`src/rtl/empi_pkg.sv`:
```
`default_nettype none
// ----------------------------------------------------------------------------
// Modular inverse and power package
// Widths, status codes, command codes and the queued job record shared by
// the front and back parts of the unit.
// ----------------------------------------------------------------------------
package empi_pkg;

   localparam int Width = 16;

   localparam logic CMD_INVERSE = 1'b0;
   localparam logic CMD_POWER   = 1'b1;

   typedef enum logic [1:0] {
      ST_OK          = 2'd0,
      ST_NOT_COPRIME = 2'd1,
      ST_ZERO_MOD    = 2'd2
   } status_type;

   typedef struct packed {
      logic             cmd;
      logic [Width-1:0] base;
      logic [Width-1:0] exponent;
      logic [Width-1:0] modulus;
   } job_type;

   typedef struct packed {
      logic [Width-1:0] value;
      status_type       status;
   } result_type;

   localparam int JobQueueDepth = 2;

endpackage
`default_nettype wire

```
`src/rtl/euler_modular_power_inverse_top.sv`:
```
`default_nettype none
// ----------------------------------------------------------------------------
// Euler modular inverse and power unit
// Channel   Direction  Handshake     Payload
// req_      in         push / full   cmd, base, exponent, modulus
// rsp_      out        empty / pop   value, status
// Each item with a non-zero modulus runs on the shared bit-serial divider,
// used for gcd steps, trial divisions up to the square root of the modulus
// and each modular multiply. Reset is synchronous and clears the queue and
// sequencer. Inputs queue up to two items while the back part works; a
// result waits in its register until popped.
// ----------------------------------------------------------------------------
module euler_modular_power_inverse_top
   import empi_pkg::*;
(
   input  wire logic               clock,
   input  wire logic               reset,
   input  wire logic               push,
   output logic                    full,
   input  wire logic               req_cmd,
   input  wire logic [Width-1:0]   req_base,
   input  wire logic [Width-1:0]   req_exponent,
   input  wire logic [Width-1:0]   req_modulus,
   output logic                    empty,
   input  wire logic               pop,
   output logic [Width-1:0]        rsp_value,
   output logic [1:0]              rsp_status
);

   job_type    job_in, job_q;
   logic       job_valid, job_take, res_valid;
   result_type res;

   assign job_in = '{cmd: req_cmd, base: req_base, exponent: req_exponent,
                     modulus: req_modulus};

   empi_front u_front (
      .clock     (clock),
      .reset     (reset),
      .push      (push),
      .full      (full),
      .job_in    (job_in),
      .job_valid (job_valid),
      .job_take  (job_take),
      .job_out   (job_q)
   );

   empi_back u_back (
      .clock     (clock),
      .reset     (reset),
      .job_valid (job_valid),
      .job_take  (job_take),
      .job       (job_q),
      .res_valid (res_valid),
      .res_take  (pop),
      .res       (res)
   );

   assign empty      = !res_valid;
   assign rsp_value  = res.value;
   assign rsp_status = res.status;

`ifndef NO_ASSERTIONS
   a_err_zero: assert property (@(posedge clock) disable iff (reset)
      !empty && rsp_status != ST_OK |-> rsp_value == '0)
      else $error("error item carries a non-zero value");
   a_status_code: assert property (@(posedge clock) disable iff (reset)
      !empty |-> rsp_status != 2'd3)
      else $error("undefined status code");
   a_take_valid: assert property (@(posedge clock) disable iff (reset)
      job_take |-> job_valid)
      else $error("back part took from an empty queue");
`endif

endmodule
`default_nettype wire

```
`src/rtl/empi_divider.sv`:
```
`default_nettype none
// ----------------------------------------------------------------------------
// Modular inverse and power: shared divider
// Restoring divider, one quotient bit a cycle, for a dividend of up to twice
// the operand width. Results hold until the next start.
// ----------------------------------------------------------------------------
module empi_divider
   import empi_pkg::*;
(
   input  wire logic                 clock,
   input  wire logic                 reset,
   input  wire logic                 start,
   input  wire logic [2*Width-1:0]   dividend,
   input  wire logic [Width-1:0]     divisor,
   output logic                      done,
   output logic [2*Width-1:0]        quotient,
   output logic [Width-1:0]          remainder
);

   localparam int CountBits = $clog2(2 * Width + 1);

   logic [CountBits-1:0] count_ff, count_in;
   logic                 busy_ff, busy_in;
   logic                 done_ff, done_in;
   logic [2*Width-1:0]   quo_ff, quo_in;
   logic [Width:0]       rem_ff, rem_in;
   logic [Width-1:0]     div_ff, div_in;
   logic [Width:0]       trial;
   logic [Width:0]       shifted;

   always_comb begin
      shifted  = {rem_ff[Width-1:0], quo_ff[2*Width-1]};
      trial    = shifted - {1'b0, div_ff};
      count_in = count_ff;
      busy_in  = busy_ff;
      done_in  = 1'b0;
      quo_in   = quo_ff;
      rem_in   = rem_ff;
      div_in   = div_ff;
      if (start) begin
         quo_in   = dividend;
         rem_in   = '0;
         div_in   = divisor;
         count_in = CountBits'(2 * Width);
         busy_in  = 1'b1;
      end else if (busy_ff) begin
         if (!trial[Width]) begin
            rem_in = trial;
            quo_in = {quo_ff[2*Width-2:0], 1'b1};
         end else begin
            rem_in = shifted;
            quo_in = {quo_ff[2*Width-2:0], 1'b0};
         end
         count_in = count_ff - 1'b1;
         if (count_ff == CountBits'(1)) begin
            busy_in = 1'b0;
            done_in = 1'b1;
         end
      end
   end

   always_ff @(posedge clock) begin
      if (reset) begin
         busy_ff  <= 1'b0;
         done_ff  <= 1'b0;
         count_ff <= '0;
      end else begin
         busy_ff  <= busy_in;
         done_ff  <= done_in;
         count_ff <= count_in;
      end
      quo_ff <= quo_in;
      rem_ff <= rem_in;
      div_ff <= div_in;
   end

   assign done      = done_ff;
   assign quotient  = quo_ff;
   assign remainder = rem_ff[Width-1:0];

endmodule
`default_nettype wire

```
`src/rtl/empi_front.sv`:
```
`default_nettype none
// ----------------------------------------------------------------------------
// Modular inverse and power: front part
// Accepts items and keeps them in a short queue for the back part.
// ----------------------------------------------------------------------------
module empi_front
   import empi_pkg::*;
(
   input  wire logic       clock,
   input  wire logic       reset,
   input  wire logic       push,
   output logic            full,
   input  wire job_type    job_in,
   output logic            job_valid,
   input  wire logic       job_take,
   output job_type         job_out
);

   localparam int PtrBits = $clog2(JobQueueDepth);

   job_type              mem_ff [JobQueueDepth];
   logic [PtrBits-1:0]   wr_ff, wr_in, rd_ff, rd_in;
   logic [PtrBits:0]     cnt_ff, cnt_in;
   logic                 do_push, do_pop;

   assign full      = (cnt_ff == (PtrBits+1)'(JobQueueDepth));
   assign job_valid = (cnt_ff != '0);
   assign do_push   = push && !full;
   assign do_pop    = job_take && job_valid;
   assign job_out   = mem_ff[rd_ff];

   always_comb begin
      wr_in  = do_push ? wr_ff + 1'b1 : wr_ff;
      rd_in  = do_pop ? rd_ff + 1'b1 : rd_ff;
      cnt_in = cnt_ff + (PtrBits+1)'(do_push) - (PtrBits+1)'(do_pop);
   end

   always_ff @(posedge clock) begin
      if (reset) begin
         wr_ff  <= '0;
         rd_ff  <= '0;
         cnt_ff <= '0;
      end else begin
         wr_ff  <= wr_in;
         rd_ff  <= rd_in;
         cnt_ff <= cnt_in;
      end
      if (do_push) begin
         mem_ff[wr_ff] <= job_in;
      end
   end

endmodule
`default_nettype wire

```
`src/rtl/empi_back.sv`:
```
`default_nettype none
// ----------------------------------------------------------------------------
// Modular inverse and power: back part
// Sequencer for the gcd, the trial-division totient and square-and-multiply,
// all on one shared divider, with a one-entry result register.
// ----------------------------------------------------------------------------
module empi_back
   import empi_pkg::*;
(
   input  wire logic        clock,
   input  wire logic        reset,
   input  wire logic        job_valid,
   output logic             job_take,
   input  wire job_type     job,
   output logic             res_valid,
   input  wire logic        res_take,
   output result_type       res
);

   typedef enum logic [10:0] {
      S_IDLE   = 11'b00000000001,
      S_GCD    = 11'b00000000010,
      S_GCDW   = 11'b00000000100,
      S_TCHK   = 11'b00000001000,
      S_TDIVW  = 11'b00000010000,
      S_ACCW   = 11'b00000100000,
      S_EXPW   = 11'b00001000000,
      S_MULT   = 11'b00010000000,
      S_MULTW  = 11'b00100000000,
      S_SQRW   = 11'b01000000000,
      S_DONE   = 11'b10000000000
   } state_type;

   state_type          state_ff, state_in;
   logic               cmd_ff, cmd_in;
   logic [Width-1:0]   exp_ff, exp_in;
   logic [Width-1:0]   n_ff, n_in;
   logic [Width-1:0]   x_ff, x_in;
   logic [Width-1:0]   y_ff, y_in;
   logic [Width-1:0]   acc_ff, acc_in;
   logic [Width-1:0]   rest_ff, rest_in;
   logic [Width-1:0]   p_ff, p_in;
   logic               hit_ff, hit_in;
   logic [Width-1:0]   e_ff, e_in;
   logic [Width-1:0]   r_ff, r_in;
   logic [Width-1:0]   a_ff, a_in;
   logic [2*Width-1:0] prod_ff, prod_in;
   logic [2*Width+1:0] psq;
   logic               rv_ff, rv_in;
   result_type         res_ff, res_in;
   result_type         fin_ff, fin_in;

   logic               div_start;
   logic [2*Width-1:0] div_a;
   logic [Width-1:0]   div_b;
   logic               div_done;
   logic [2*Width-1:0] div_q;
   logic [Width-1:0]   div_r;

   empi_divider u_div (
      .clock     (clock),
      .reset     (reset),
      .start     (div_start),
      .dividend  (div_a),
      .divisor   (div_b),
      .done      (div_done),
      .quotient  (div_q),
      .remainder (div_r)
   );

   assign psq = {1'b0, p_ff, 1'b0} * {1'b0, p_ff, 1'b0} >> 2;

   always_comb begin
      state_in  = state_ff;
      cmd_in    = cmd_ff;
      exp_in    = exp_ff;
      n_in      = n_ff;
      x_in      = x_ff;
      y_in      = y_ff;
      acc_in    = acc_ff;
      rest_in   = rest_ff;
      p_in      = p_ff;
      hit_in    = hit_ff;
      e_in      = e_ff;
      r_in      = r_ff;
      a_in      = a_ff;
      prod_in   = prod_ff;
      rv_in     = rv_ff;
      res_in    = res_ff;
      fin_in    = fin_ff;
      job_take  = 1'b0;
      div_start = 1'b0;
      div_a     = '0;
      div_b     = '0;
      if (res_take && rv_ff) begin
         rv_in = 1'b0;
      end
      case (state_ff)
         S_IDLE: begin
            if (job_valid) begin
               job_take = 1'b1;
               cmd_in   = job.cmd;
               exp_in   = job.exponent;
               n_in     = job.modulus;
               x_in     = job.base;
               y_in     = job.modulus;
               a_in     = job.base;
               if (job.modulus == '0) begin
                  fin_in   = '{value: '0, status: ST_ZERO_MOD};
                  state_in = S_DONE;
               end else begin
                  state_in = S_GCD;
               end
            end
         end
         S_GCD: begin
            if (y_ff == '0) begin
               if (x_ff != Width'(1)) begin
                  fin_in   = '{value: '0, status: ST_NOT_COPRIME};
                  state_in = S_DONE;
               end else begin
                  acc_in   = n_ff;
                  rest_in  = n_ff;
                  p_in     = Width'(2);
                  state_in = S_TCHK;
               end
            end else begin
               div_start = 1'b1;
               div_a     = (2*Width)'(x_ff);
               div_b     = y_ff;
               state_in  = S_GCDW;
            end
         end
         S_GCDW: begin
            if (div_done) begin
               x_in     = y_ff;
               y_in     = div_r;
               state_in = S_GCD;
            end
         end
         S_TCHK: begin
            if (psq[2*Width-1:0] <= (2*Width)'(rest_ff) && psq[2*Width+1:2*Width] == '0) begin
               hit_in    = 1'b0;
               div_start = 1'b1;
               div_a     = (2*Width)'(rest_ff);
               div_b     = p_ff;
               state_in  = S_TDIVW;
            end else if (rest_ff > Width'(1)) begin
               p_in      = rest_ff;
               rest_in   = Width'(1);
               div_start = 1'b1;
               div_a     = (2*Width)'(acc_ff);
               div_b     = rest_ff;
               state_in  = S_ACCW;
            end else begin
               div_start = 1'b1;
               div_a     = (2*Width)'(exp_ff);
               div_b     = acc_ff;
               state_in  = S_EXPW;
            end
         end
         S_TDIVW: begin
            if (div_done) begin
               if (div_r == '0) begin
                  hit_in    = 1'b1;
                  rest_in   = div_q[Width-1:0];
                  div_start = 1'b1;
                  div_a     = (2*Width)'(div_q[Width-1:0]);
                  div_b     = p_ff;
               end else if (hit_ff) begin
                  div_start = 1'b1;
                  div_a     = (2*Width)'(acc_ff);
                  div_b     = p_ff;
                  state_in  = S_ACCW;
               end else begin
                  p_in     = p_ff + 1'b1;
                  state_in = S_TCHK;
               end
            end
         end
         S_ACCW: begin
            if (div_done) begin
               acc_in   = acc_ff - div_q[Width-1:0];
               p_in     = p_ff + 1'b1;
               state_in = S_TCHK;
            end
         end
         S_EXPW: begin
            if (div_done) begin
               e_in = (cmd_ff == CMD_INVERSE) ? acc_ff - 1'b1 : div_r;
               r_in = Width'(1);
               if (n_ff == Width'(1)) begin
                  fin_in   = '{value: Width'(1), status: ST_OK};
                  state_in = S_DONE;
               end else begin
                  div_start = 1'b1;
                  div_a     = (2*Width)'(a_ff);
                  div_b     = n_ff;
                  state_in  = S_SQRW;
                  e_in      = (cmd_ff == CMD_INVERSE) ? acc_ff - 1'b1 : div_r;
                  hit_in    = 1'b0;
               end
            end
         end
         S_MULT: begin
            if (e_ff == '0) begin
               fin_in   = '{value: r_ff, status: ST_OK};
               state_in = S_DONE;
            end else if (e_ff[0] && !hit_ff) begin
               div_start = 1'b1;
               div_a     = prod_ff;
               div_b     = n_ff;
               state_in  = S_MULTW;
            end else begin
               div_start = 1'b1;
               div_a     = a_ff * a_ff;
               div_b     = n_ff;
               e_in      = e_ff >> 1;
               hit_in    = 1'b1;
               state_in  = S_SQRW;
            end
         end
         S_MULTW: begin
            if (div_done) begin
               r_in     = div_r;
               hit_in   = 1'b1;
               prod_in  = '0;
               state_in = S_MULT;
            end
         end
         S_SQRW: begin
            if (div_done) begin
               a_in     = div_r;
               hit_in   = 1'b0;
               prod_in  = r_ff * div_r;
               state_in = S_MULT;
            end
         end
         S_DONE: begin
            if (!rv_ff || res_take) begin
               rv_in    = 1'b1;
               res_in   = fin_ff;
               state_in = S_IDLE;
            end
         end
         default: state_in = S_IDLE;
      endcase
      if (state_ff == S_MULTW && div_done) begin
         prod_in = r_ff * a_ff;
      end
   end

   always_ff @(posedge clock) begin
      if (reset) begin
         state_ff <= S_IDLE;
         rv_ff    <= 1'b0;
      end else begin
         state_ff <= state_in;
         rv_ff    <= rv_in;
      end
      cmd_ff  <= cmd_in;
      exp_ff  <= exp_in;
      n_ff    <= n_in;
      x_ff    <= x_in;
      y_ff    <= y_in;
      acc_ff  <= acc_in;
      rest_ff <= rest_in;
      p_ff    <= p_in;
      hit_ff  <= hit_in;
      e_ff    <= e_in;
      r_ff    <= r_in;
      a_ff    <= a_in;
      prod_ff <= prod_in;
      res_ff  <= res_in;
      fin_ff  <= fin_in;
   end

   assign res_valid = rv_ff;
   assign res       = res_ff;

endmodule
`default_nettype wire

```
`config.mk`:
```
export PLATFORM = sky130hd
export DESIGN_NAME = euler_modular_power_inverse_top
export DESIGN_NICKNAME = d
export VERILOG_FILES = /design/src/rtl/empi_pkg.sv /design/src/rtl/euler_modular_power_inverse_top.sv /design/src/rtl/empi_divider.sv /design/src/rtl/empi_front.sv /design/src/rtl/empi_back.sv
export SDC_FILE = /design/constraint.sdc
export NUM_CORES = 2
export LEC_CHECK = 0
export ABC_AREA = 1
export ABC_CLOCK_PERIOD_IN_PS = 9100
export BUFFER_PORTS_ARGS = -buffer_cell sky130_fd_sc_hd__clkbuf_2
export CAP_MARGIN = 30
export CORE_AREA = 2 2 359 361
export CTS_CLUSTER_SIZE = 28
export DETAILED_ROUTE_END_ITERATION = 8
export DIE_AREA = 0 0 361 363
export PLACE_DENSITY_LB_ADDON = 0.12
export SYNTH_ARGS = -nofsm -noshare
export SYNTH_HDL_FRONTEND = slang
export SYNTH_HIERARCHICAL = 1
export SYNTH_SLANG_ARGS = --single-unit
export TNS_END_PERCENT = 20
```
`constraint.sdc`:
```
create_clock -name clock -period 9.1 [get_ports clock]
set_input_delay 1.365 -clock clock [delete_from_list [all_inputs] [get_ports clock]]
set_output_delay 1.365 -clock clock [all_outputs]
set_load 0.02 [all_outputs]
```
### Word-level counts from Yosys, hierarchy flattened

Memories as Yosys holds them, arrays and structs flattened. A register that Yosys moved wholly into a read port is not among the register bits.
Index checks and enable logic that the tools add are counted.

* flip-flop bits (word level): 318
* RAM bits: 98
* bits of input ports: 53
* output and inout port bits: 20
* logic and storage cells: 251
* memories: 1

Memories
* u_front.mem_ff: words 2, bits a word 49, rd ports 1, clocked after Yosys merged registers in 1, write ports 1, RTL line empi_front.sv:21 `job_type mem_ff [JobQueueDepth];`

* add/subtract/negate cells: 9
* $mul: 4
* magnitude comparators: 2
* equality and inequality tests: 42
* mux-type cells: 120
* bitwise logic cells: 1
* reductions and logical operators: 42

Operator list (count)
* 2-to-1 mux 16 bit: 38
* 2-to-1 mux 32 bit: 11
* case mux 16 bit (2 select lines): 6
* case mux 32 bit (5 select lines): 1
* 2-to-1 mux 11 bit: 14
* multiplier 16 x 16 -> 32 bit: 4
* 2-to-1 mux 18 bit: 7
* case mux 11 bit (10 select lines): 1
* case mux 16 bit (5 select lines): 1
* case mux 18 bit (4 select lines): 1
* logical NOT 16 bit: 4
* case mux 16 bit (4 select lines): 1
* case mux 32 bit (2 select lines): 1
* case mux 16 bit (3 select lines): 1
* <= comparator 32 x 16 -> 1 bit: 1
* 2-to-1 mux 1 bit: 30
* inequality test 2 bit, second input constant: 14
* inequality test 2 x 1 -> 1 bit, second input constant: 10
* 2-to-1 mux 6 bit: 3
* subtractor 17 x 16 -> 17 bit: 1
* adder 16 x 1 -> 16 bit, second input constant: 1
* == test 16 x 1 -> 1 bit, second input constant: 1
* > comparator 16 x 1 -> 1 bit, second input constant: 1
* inequality test 16 x 1 -> 1 bit, second input constant: 1
* other kinds (43): 66

### Depth between registers and ports, before layout

* word-level depth: 6
* mapped depth: 45
* gate-level depth less buffers: 41

### Modules after synthesis

Netlist, hierarchy kept.

By module, submodules not included
* empi_back: instances 1, cells each 5909, area each 46362.0 um^2, seq. area each 7146.9 um^2
* empi_divider: instances 1, cells each 547, area each 4056.4 um^2, seq. area each 1921.8 um^2
* empi_front: instances 1, cells each 191, area each 3832.4 um^2, seq. area each 3042.9 um^2
* euler_modular_power_inverse_top: instances 1, cells each 1, area each 3.8 um^2, seq. area each 0.0 um^2

### Least setup slack after synthesis

OpenSTA, ideal clock, no wires.

* kind: reg-to-reg
* start point: register u_back.p_ff[9]
* end point: register u_back.p_ff[0], enable pin
* setup time: 0.388 ns
* data arrival time: 7.337 ns
* data required time: 8.712 ns
* path slack: 1.375 ns
* cell stages (with the launch flop): 42
* buffers on the path: 3
* clock period less this slack: 7.725 ns
* cell sequence: edfxtp_1 -> clkbuf_1 -> clkbuf_1 -> nand2_1 -> inv_1 -> fa_1 -> inv_1 -> fa_1 -> inv_1 -> fa_1 -> inv_1 -> fa_1 -> inv_1 -> fa_1 -> inv_1 -> fa_1 -> inv_1 -> ha_1 -> [... 6 more ...] -> xor2_1 -> ha_1 -> nand2_1 -> nor2_1 -> nor3b_1 -> nand2_1 -> nand2_1 -> nand2_1 -> nand3_1 -> nor2_1 -> nand3_1 -> nor2_1 -> nand2_2 -> buf_6 -> inv_1 -> nor2_2 -> o21bai_1 -> nor2_1

* cells in the longest elaborated chain, start to end: 4

RTL lines
* start: declaration: RTL line empi_back.sv:42 `logic [Width-1:0] p_ff, p_in;`
* start signal: assignment: RTL line empi_back.sv:268 `p_ff <= p_in;`
* multiplier 16 x 16 -> 32 bit: RTL line empi_back.sv:71 `assign psq = {1'b0, p_ff, 1'b0} * {1'b0, p_ff, 1'b0} >> 2;`
* <= comparator 32 x 16 -> 1 bit: RTL line empi_back.sv:142 `if (psq[2*Width-1:0] <= (2*Width)'(rest_ff) && psq[2*Width+1:2*Width] == '0) begin`
* inequality test 2 bit (no source line)
* AND reduction 9 bit (no source line)

Every way passes these cells.
A chain may end at the register's enable or synchronous reset.

### Worst setup path after layout

* start point: register u_back.p_ff[7]
* end point: register u_back.u_div.quo_ff[10] (netlist: u_back/u_div/quotient[10]) (data pin)

* cells in the longest elaborated chain, start to end: 5

RTL lines
* multiplier 16 x 16 -> 32 bit: RTL line empi_back.sv:71
* <= comparator 32 x 16 -> 1 bit: RTL line empi_back.sv:142
* 2-to-1 mux 32 bit: RTL line empi_back.sv:142
* case mux 32 bit (5 select lines): RTL line empi_back.sv:98 `case (state_ff)`
* via u_back.div_a[10]: RTL line empi_back.sv:54 `logic [2*Width-1:0] div_a;`
* 2-to-1 mux 32 bit: RTL line empi_divider.sv:40 `if (start) begin`
* via u_back.u_div.quo_in[10]: RTL line empi_divider.sv:25 `logic [2*Width-1:0] quo_ff, quo_in;`
* end signal: assignment: RTL line empi_divider.sv:72 `quo_ff <= quo_in;`
* end: declaration: RTL line empi_divider.sv:25

The timed path passes the listed nets, and every way through them passes these cells.

==> flow_summary_export.csv <==
group,metric,value,unit
yosys,synth_ff_type,"edfxtp_1",
routing,wl_per_cell,21.0,um
routing,routed_wl,175,mm
yosys,yosysTopAreaCell,"fa_1",
floorplanning,initial_core_util,0.427,
layout,nFillCells,12700,
placement,placed_cells,8238,
critical_path,ff2ff_path_depth,34,
global_routing,antenna_found_initial,2,
clocking,cts_resized,0,
critical_path,critPathSlowestCell,"edfxtp_1",
critical_path,critPathLaunchType,"flip-flop",
clocking,hold_buffers,0,
clocking,numCtsBuffers,48,
flow_run,cap_violations,0,
yosys,synth_edf_count,376,
floorplanning,ios,73,
clocking,cts-htree-levels,2,
yosys,synth.avg_cell_area,8.16,sq um
critical_path,worstSetupPathType,"flip-flop to flip-flop",
layout,drive_above_1_share,0.0678,
min_path,hold_path.class,"flip-flop to flip-flop",
clocking,cts_tree,"yes",
sta,setup_viol,0,
status,status,"finished clean",
clocking,clkSlewWorstSetupHoldPaths,0.06,ns
clocking,clockRootBuffer,"clkbuf_16",
layout,final_nets,7858,
routing,viasPerCell,5.18,
floorplanning,rows,131,
critical_path,cp-end-kind,"flip-flop",
clocking,clk_latency,0.62,ns
sta,holdWs,0.419,ns
global_routing,grt_pass1_wl,269,mm
placement,gp_congestion,0.978,
sta,rsz0062_at_grt,"no",
sta,slew_viol_final,0,
global_routing,grt_usage,0.271,
critical_path,arrival,8.91,ns
floorplanning,die_h,363,um
global_routing,grt_max_degree,66,
sta,tightest_slew,1.02,ns
sta,fin_setup_tns,0,ns
routing,via_count,43100,
routing,first_pass_iters,6,
yosys,synth_cells,6648,
layout,syn_to_final_growth,7.51,%
sta,max_freq,118,MHz
yosys,netlist.area_leader.share,0.265,
critical_path,crit_fanout,21,
clocking,clock_path_buffers,3,
floorplanning,dieArea,131000,sq um
layout,multiInputGateArea,34700,sq um
yosys,ys_seq_elements,417,
yosys,async_reset_ff_frac,0,
critical_path,critPathMaxStageDelay,0.84,ns
routing,final_antenna_net_count,0,
layout,fin_cells,8329,
global_routing,gr-total-overflow,0,
placement,io_buffers,72,
sta,relSlewSlack,0.318,
sta,layout_min_cycle_time,8.46,ns
yosys,yosys_warnings,6,
layout,seqCellArea,12100,sq um
critical_path,rr_endpoint,"u_back/u_div/quotient[10]$_DFFE_PP_",
floorplanning,die_x,361,um
min_path,whs_path_depth,0,
yosys,synth_area_leaders,"fa_1 (27%), edfxtp_1 (21%), nand2_1 (12%), inv_1 (12%), ha_1 (11%)",
yosys,syn_area,54300,sq um
placement,dp_hpwl,142,mm
sta,period_share,0.929,
placement,place_area,56600,sq um
sta,skew,0.0521,ns
critical_path,r2r-start,"u_back/p_ff[7]$_DFFE_PP_",
critical_path,r2r_slack,0.64,ns
yosys,syn_nets,7879,
routing,route.detailed.drc,0,
yosys,yosysUniqueCellTypes,62,
critical_path,cp_data_required_time,9.55,ns
clocking,post_cts_buffers,0,
global_routing,grt_pass1_vias,43800,
routing,drt_iter0_drc,3445,
yosys,ys_seq_area_frac,0.223,
clocking,clkSinkCount,417,
yosys,yosys-top-cells-count,"nand2_1 (1,679), inv_1 (1,674), fa_1 (719)",
yosys,synth.most_common_cell,"nand2_1",
min_path,min_from,"u_back/fin_ff[5]$_DFFE_PP_",
min_path,min_to,"u_back/res[5]$_DFFE_PP_",
layout,final_cell_area,58300,sq um
sta,hold_viol_final,0,
floorplanning,core,127000,sq um
-- routing by layer --
| layer | track usage | vias up | wire length, um |
|---|---|---|---|
| met5 | 0 | - | 27 |
| met4 | 0.0864 | 4 | 6300 |
| met3 | 0.0268 | 262 | 9860 |
| met2 | 0.440 | 1250 | 80000 |
| met1 | 0.381 | 21400 | 79000 |
| li1 | - | 20200 | - |
-- cell families after synthesis --
family          Yosys count  synth area share
xor+xnor                 73            0.0118
flops                   417             0.223
buf+inv                1953             0.137
fa+ha+maj              1178             0.371
compound gates          652            0.0690
simple gates           2326             0.177
mux                      49            0.0109
-- worst max-delay path, delay by kind of cell (launching register included) --
family | cells | cell delay [ns]
buffers and inverters | 6 | 0.63
adder cells (fa/ha/maj) | 8 | 3.70
flip-flops | 1 | 0.84
AO/OA/AOI/OAI | 1 | 0.18
AND/OR/NAND/NOR | 18 | 2.82
XOR/XNOR | 1 | 0.08
-- through the flow --
step	utilization	worst slack [ns]
3_3_place_gp	0.445	0.800
6_report	0.459	0.642
2_1_floorplan	-	1.37
5_1_grt	0.459	0.245
4_1_cts	0.459	0.626
3_5_place_dp	0.446	0.706
-- layout by cell type (no fill, tap or decap), types with 29 or more instances in the layout --
master,n
fa_1,719
clkbuf_2,72
ha_1,459
edfxtp_1,376
inv_1,1673
xor2_1,48
nor4_1,29
nand3_1,174
o211ai_1,35
dfxtp_1,40
clkbuf_16,48
o21ai_0,235
buf_4,111
mux2_2,39
or2_2,36
a21oi_1,223
nand4_1,41
nor2_1,238
nand2_1,1679
nor3_1,48
-- state kept, by name, summed over array words and instances, names as in the netlist, 2 cells and up, named ones only --
name	flops
u_back/fin_ff	18
u_back/r_ff	16
u_back/a_ff	16
u_back/state_ff	11
u_back/n_ff	16
u_front/cnt_ff	2
u_back/p_ff	16
u_back/u_div/rem_ff	16
u_back/u_div/quotient	32
u_back/acc_ff	16
u_back/y_ff	16
u_front/mem_ff	98
u_back/e_ff	16
u_back/exp_ff	16
u_back/u_div/div_ff	16
u_back/rest_ff	16
u_back/u_div/count_ff	6
u_back/res	18
u_back/x_ff	16
u_back/prod_ff	32
-- area by class of cell --
| class | instances | share of cell area |
|---|---|---|
| multi-input cells | 4278 | 0.595 |
| flip-flops and latches | 417 | 0.208 |
| inverters | 1691 | 0.109 |
| well taps | 1662 | 0.0357 |
| repair buffers | 191 | 0.0236 |
| clock buffers | 54 | 0.0210 |
| clock inverters | 35 | 0.00785 |
| diodes | 1 | 0.0000429 |
-- how the worst max path moves through the flow --
stage / from / endpoint / slack [ns] / depth (start not counted)
4_1_cts: u_back/p_ff[7]$_DFFE_PP_ / u_back/u_div/quotient[10]$_DFFE_PP_ / 0.63 / 34
2_1_floorplan: u_back/p_ff[9]$_DFFE_PP_ / u_back/p_ff[0]$_DFFE_PP_ / 1.37 / 41
3_3_place_gp: u_back/p_ff[7]$_DFFE_PP_ / u_back/u_div/quotient[10]$_DFFE_PP_ / 0.80 / 34
6_report: u_back/p_ff[7]$_DFFE_PP_ / u_back/u_div/quotient[10]$_DFFE_PP_ / 0.64 / 34
3_5_place_dp: u_back/p_ff[7]$_DFFE_PP_ / u_back/u_div/quotient[10]$_DFFE_PP_ / 0.71 / 34
5_1_grt: u_back/p_ff[7]$_DFFE_PP_ / u_back/u_div/quotient[0]$_DFFE_PP_ / 0.24 / 35
Power is not shown: default switching activity piles up to over one toggle a cycle in this logic, so the estimate is an artifact.
